$ cat src/hdl/lsdp_pkg.sv
`timescale 1ns / 1ps

package lsdp_pkg;

    // Field widths fixed by the interface
    localparam int ADDR_W   = 48;
    localparam int BIN_W    = 8;
    localparam int DIST_W   = 8;
    localparam int COUNT_W  = 32;
    localparam int TOTAL_W  = 48;
    localparam int CFG_W    = 9;
    localparam int BLK_W    = 3;
    localparam int HIST_BINS = 256;

    localparam logic [COUNT_W-1:0] BIN_MAX   = '1;
    localparam logic [TOTAL_W-1:0] TOTAL_MAX = '1;
    localparam logic [DIST_W-1:0]  DIST_MAX  = '1;

    // Configuration register indexes
    localparam logic REG_STACK_LIMIT = 1'b0;
    localparam logic REG_BLOCK_LOG2  = 1'b1;

    // Operation codes
    localparam logic OP_ACCESS = 1'b0;
    localparam logic OP_READ   = 1'b1;

    localparam logic [CFG_W-1:0] LIMIT_RESET = 9'd256;
    localparam logic [BLK_W-1:0] BLOCK_RESET = 3'd6;

    typedef struct packed {
        logic              op;
        logic [ADDR_W-1:0] address;
        logic [BIN_W-1:0]  bin_index;
    } t_in;

    typedef struct packed {
        logic               hit;
        logic [DIST_W-1:0]  distance;
        logic [COUNT_W-1:0] bin_count;
        logic [TOTAL_W-1:0] total_count;
    } t_out;

    // Controller to datapath
    typedef struct packed {
        logic capture;
        logic scan_start;
        logic scan;
        logic scan_wr;
        logic set_hit;
        logic hist_rd;
        logic hist_inc;
        logic mod_step;
        logic sub_init;
        logic sub_next;
        logic fin;
        logic load_out;
    } t_cmd;

    // Datapath to controller
    typedef struct packed {
        logic in_op;
        logic op;
        logic scan_end;
        logic match;
        logic mod_done;
        logic last_sub;
    } t_sts;

endpackage

$ cat src/hdl/lsdp_ctrl.sv
`timescale 1ns / 1ps

module lsdp_ctrl (
    input  logic           i_clk,
    input  logic           i_rst_n,
    input  logic           i_in_valid,
    output logic           o_in_ready,
    output logic           o_out_valid,
    input  logic           i_out_ready,
    input  lsdp_pkg::t_sts i_sts,
    output lsdp_pkg::t_cmd o_cmd
);
    import lsdp_pkg::*;

    localparam logic [3:0] S_IDLE   = 4'd0;
    localparam logic [3:0] S_HREAD  = 4'd1;
    localparam logic [3:0] S_HINC   = 4'd2;
    localparam logic [3:0] S_LSTART = 4'd3;
    localparam logic [3:0] S_LOOK   = 4'd4;
    localparam logic [3:0] S_MOD    = 4'd5;
    localparam logic [3:0] S_ISTART = 4'd6;
    localparam logic [3:0] S_INS    = 4'd7;
    localparam logic [3:0] S_FIN    = 4'd8;
    localparam logic [3:0] S_NEXT   = 4'd9;
    localparam logic [3:0] S_MSTART = 4'd10;
    localparam logic [3:0] S_MOVE   = 4'd11;
    localparam logic [3:0] S_DONE   = 4'd12;

    logic [3:0] r_state, n_state;
    logic       r_ov, n_ov;

    assign o_in_ready  = (r_state == S_IDLE);
    assign o_out_valid = r_ov;

    // Sequencing of lookup, histogram update and stack passes
    always_comb begin
        n_state = r_state;
        o_cmd   = '0;
        n_ov    = r_ov && !i_out_ready;
        unique case (r_state)
            S_IDLE: begin
                if (i_in_valid) begin
                    o_cmd.capture = 1'b1;
                    n_state = (i_sts.in_op == OP_READ) ? S_HREAD : S_LSTART;
                end
            end
            S_HREAD: begin
                o_cmd.hist_rd = 1'b1;
                n_state = (i_sts.op == OP_READ) ? S_DONE : S_HINC;
            end
            S_HINC: begin
                o_cmd.hist_inc = 1'b1;
                n_state = S_MSTART;
            end
            S_LSTART: begin
                o_cmd.scan_start = 1'b1;
                n_state = S_LOOK;
            end
            S_LOOK: begin
                o_cmd.scan = 1'b1;
                if (i_sts.scan_end) begin
                    if (i_sts.match) begin
                        o_cmd.set_hit = 1'b1;
                        n_state = S_HREAD;
                    end else begin
                        n_state = S_MOD;
                    end
                end
            end
            S_MOD: begin
                if (i_sts.mod_done) begin
                    o_cmd.sub_init = 1'b1;
                    n_state = S_ISTART;
                end else begin
                    o_cmd.mod_step = 1'b1;
                end
            end
            S_ISTART: begin
                o_cmd.scan_start = 1'b1;
                n_state = S_INS;
            end
            S_INS: begin
                o_cmd.scan    = 1'b1;
                o_cmd.scan_wr = 1'b1;
                if (i_sts.scan_end) begin
                    n_state = i_sts.match ? S_NEXT : S_FIN;
                end
            end
            S_FIN: begin
                o_cmd.fin = 1'b1;
                n_state = S_NEXT;
            end
            S_NEXT: begin
                if (i_sts.last_sub) begin
                    n_state = S_DONE;
                end else begin
                    o_cmd.sub_next = 1'b1;
                    n_state = S_ISTART;
                end
            end
            S_MSTART: begin
                o_cmd.scan_start = 1'b1;
                n_state = S_MOVE;
            end
            S_MOVE: begin
                o_cmd.scan    = 1'b1;
                o_cmd.scan_wr = 1'b1;
                if (i_sts.scan_end) begin
                    n_state = S_DONE;
                end
            end
            S_DONE: begin
                if (!r_ov || i_out_ready) begin
                    o_cmd.load_out = 1'b1;
                    n_ov    = 1'b1;
                    n_state = S_IDLE;
                end
            end
            default: begin
                n_state = S_IDLE;
            end
        endcase
    end

    always_ff @(posedge i_clk) begin
        if (!i_rst_n) begin
            r_state <= S_IDLE;
            r_ov    <= 1'b0;
        end else begin
            r_state <= n_state;
            r_ov    <= n_ov;
        end
    end

endmodule

$ cat config.mk
export PLATFORM = sky130hd
export DESIGN_NAME = lsdp_ctrl
export DESIGN_NICKNAME = d
export VERILOG_FILES = /design/src/hdl/lsdp_pkg.sv /design/src/hdl/lsdp_ctrl.sv
export SDC_FILE = /design/constraint.sdc
export NUM_CORES = 1
export LEC_CHECK = 0
export ABC_AREA = 1
export BUFFER_PORTS_ARGS = -buffer_cell sky130_fd_sc_hd__buf_4
export CAP_MARGIN = 20
export CORE_UTILIZATION = 30
export DETAILED_ROUTE_END_ITERATION = 10
export GPL_ROUTABILITY_DRIVEN = 0
export GPL_TIMING_DRIVEN = 1
export HOLD_SLACK_MARGIN = 0.12
export PLACE_DENSITY = 0.56
export RECOVER_POWER = 100
export SLEW_MARGIN = 20
export SYNTH_ARGS = -nofsm -noshare
export SYNTH_HDL_FRONTEND = slang
export SYNTH_SLANG_ARGS = --single-unit
$ cat constraint.sdc
create_clock -name i_clk -period 1.6 [get_ports i_clk]
set_input_delay 0.08 -clock i_clk [delete_from_list [all_inputs] [get_ports i_clk]]
set_output_delay 0.08 -clock i_clk [all_outputs]
set_load 0.1 [all_outputs]
# Yosys cells after proc, flatten, opt, wreduce, memory -nomap -nowiden
# Index checks and enable logic that the tools add are counted.
# totals
ff_bits	5
input_bits	10
out_inout_bits	14
elab_cells	61
# classes
n_eq_ne	18
n_mux	32
n_reduce_logical	9
# ops
cell	count
$pmux 4 s13	1
$mux 4	8
$eq 4x4->1 const B	5
$mux 1	20
$eq 4x3->1 const B	4
$ne 2x2->1 const B	6
$eq 4x2->1 const B	2
$reduce_and 6->1	1
$reduce_or 3->1	2
$eq 4x1->1 const B	1
$logic_not 4->1	1
$mux 2	2
$mux 3	1
$logic_not 1->1	2
$reduce_or 2->1	1
$logic_and 1x1->1	1
$logic_or 1x1->1	1

# Logic depth before layout (Yosys ltp)
# depth
depth_word	4
depth_mapped	10

# Worst setup path after synthesis
# OpenSTA, ideal clock, no wires.
# synth_timing
path_kind	register -> output
from	register r_state[0]
to	output port o_cmd[3] (netlist name)
arrival_ns	3.431
required_time_ns	1.520
path_slack_ns	-1.911
stages_incl_launch_ff	3
path_buffers	0
cell_sequence	dfxtp_1 inv_2 nor4_1
# synth_lines
item	line_no	source
start, declared	lsdp_ctrl.sv:29	logic [3:0] r_state, n_state;
start signal, assigned	lsdp_ctrl.sv:130	r_state <= n_state;
end, declared	lsdp_ctrl.sv:11	output lsdp_pkg::t_cmd o_cmd

# Worst setup path in the final report
# layout_timing
from	register r_state[1]
to	output port o_in_ready
# layout_via
elab_chain_cells	1
# layout_lines
item	line_no	source
$logic_not 4->1	lsdp_ctrl.sv:32	assign o_in_ready = (r_state == S_IDLE);
end, declared	lsdp_ctrl.sv:7	output logic o_in_ready,
# Every way passes these cells.

==> reports/qor.txt <==
Seq/Total Area, Yosys = 18.6%
Largest net degree at the start of global routing = 8
Vias in the first global route = 613
Placed cell area = 813 µm²
Post-layout min period = 1.51 ns
Routed WL = 1530 µm
IO Port Bufs = 23
# setup viols final = 0
# nets final = 137
GRT Total Usage = 17.8%
Post-Synth XOR/XNOR Area = 0%
Post-DP HPWL = 1280 µm
CP Max Fanout = 7
Synth cell types = 20
Post-synthesis compound-gate area fraction = 9.98%
Clk pin slew, worst setup/hold paths = 0.05 ns
IO Count = 24
Yosys reg bits = 5
Type of origin of the critical path = flip-flop
Die area = 1970 µm²
ANT nets after route = 0
Pre-CTS setup slack = 0.155 ns
Skew-Pair Late Insertion Delay = 0.24 ns
Root Buffer = clkbuf_4
Wire per inst = 10.2 µm
Commonest non-fill, non-tap cell in the layout = nand2_1
DR vias/cell = 4.61
Fin cells = 150
Unrepaired setup endpoints after global routing = false
Fraction of the mapped netlist area in simple logic gates = 56.6%
# diodes = 0
Pre-antenna DRT Iters = 4
Final Hold Viols = 0
Initial antenna violation count = 0
Area Growth Syn to Fin = 61.5%
Die X = 44.4 µm
Worst path depth = 4
DRC viols = 0
Worst Tran Pin Value = 0.537 ns
Setup ws final = 0.0913 ns
Critical path's slowest cell = dfxtp_2
Syn_nets = 107
Die Ht = 44.4 µm
Layout cells sized above 1 = 45.2%
CP Capture Type = output port
Worst Path Buf+Inv = 2
Worst R2R Path Depth = 9
Setup CP Type = flip-flop to output port
WP data required = 1.52 ns
Starting Density = 33.8%
Deepest clock path buffer count = 2
Mapped Cells = 97
Max Freq = 0.663 GHz
Num CTS Buffers = 3
1st-iter DRT viols = 25
GR Overflow Total = 0
Most frequent cells in the layout = nand2_1 (21), inv_1 (18), buf_4 (13), nor2_1 (10), nand3_1 (9)
First-pass GRT wire length = 2570 µm
Placed Cells = 145
Worst Path Arrival = 1.43 ns
Largest family of logic cells by synthesized area = simple AND/OR/NAND/NOR gates
Core footprint = 1590 µm²
Final core utilization = 54.6%
Syn_area_per_cell = 5.56 µm²
Worst Clk Skew = 0.00699 ns
Post-route cell area = 871 µm²
DR vias = 691
CTS tree = done
Outcome = complete, no violations
Worst path cell trace = nor2_4 > nand2_1 > inv_1 > buf_4
Multiplexer area fraction after synthesis = 0%
Max stage delay on crit path = 0.39 ns
Hold path cells = 4
HP Class = input pin to flip-flop
Setup Buffers After CTS = 0
Number of max-cap violations = 0
Synth warnings = 0
Top Family by Delay on Critical Path = simple AND/OR/NAND/NOR gates
Final Max Slew Viols = 0
FILL cells = 171
Max_slew headroom = 64.4%
Final period utilization = 94.3%
CTS H-tree lvls = 1
Post-Synth Adder-Cell Area = 0%
Core Rows = 14
Cell Area, Synth = 539 µm²
Clock sinks = 5
per-layer routing:
metal,routed length [µm],global-route usage [%],vias up
met5,0,0,-
met4,0,0,0
met3,91,7.35,0
met2,670,26.8,34
met1,772,25.6,296
li1,-,-,361
synth_stat cells (all sizes together):
library cell	count	area (µm²)
nor3	1	5.00
nand3b	1	7.51
dfxtp	5	100
nor4	1	6.26
nand2	29	129
nor2	19	96.3
nand3	10	55.1
o21ai	1	5.00
o211ai	1	7.51
a211oi	1	7.51
inv	20	75.1
clkinv	1	5.00
nand4	1	6.26
a21oi	6	33.8
final cells by class:
type	instances	area, µm²	share of cell area [%]
repair buffers	25	206	23.7
multi-input cells	71	422	48.4
flip-flops and latches	5	106	12.2
inverters	21	80.1	9.20
well taps	24	30.0	3.45
clock buffers	4	26.3	3.02
final timing paths:
| check | startpoint | end | slack (ns) |
|---|---|---|---|
| max reg2reg | r_state[3] | r_state[0] | 0.19 |
| max | r_state[1] | o_in_ready | 0.09 |
| min | i_out_ready | o_out_valid | 0.13 |
| min reg2reg | r_state[2] | r_state[2] | 0.51 |
repair_timing:
item                                    in CTS  in global routing
endpoints found under the setup margin       0                  6
endpoints found under the hold margin        1                  0
resized for setup                            0                 11
hold buffers                                 1                  0
logic make-up after synthesis:
group / count (synthesis)
simple gates: 62
buf+inv: 21
compound gates: 9
flops: 5
worst reg2reg max path, delay by kind of cell, from the launching register on:
kind / cells / cell delay [ns]
flops: 1 / 0.41
simple gates: 7 / 0.77
buf+inv: 1 / 0.05
compound gates: 1 / 0.07
state kept, by name (all words and copies together), names as in the netlist:
name,cells
o_out_valid,1
r_state,4
stage by stage:
step / TNS, ns / hold WS, ns
after floorplan: -0.0244 / 0.242
after global placement: 0 / 0.372
after detailed placement: 0 / 0.373
after CTS: 0 / 0.125
after global routing: 0 / 0.142
final: 0 / 0.128
Power is not shown: default switching activity piles up to over one toggle a cycle in this logic, so the estimate is an artifact.
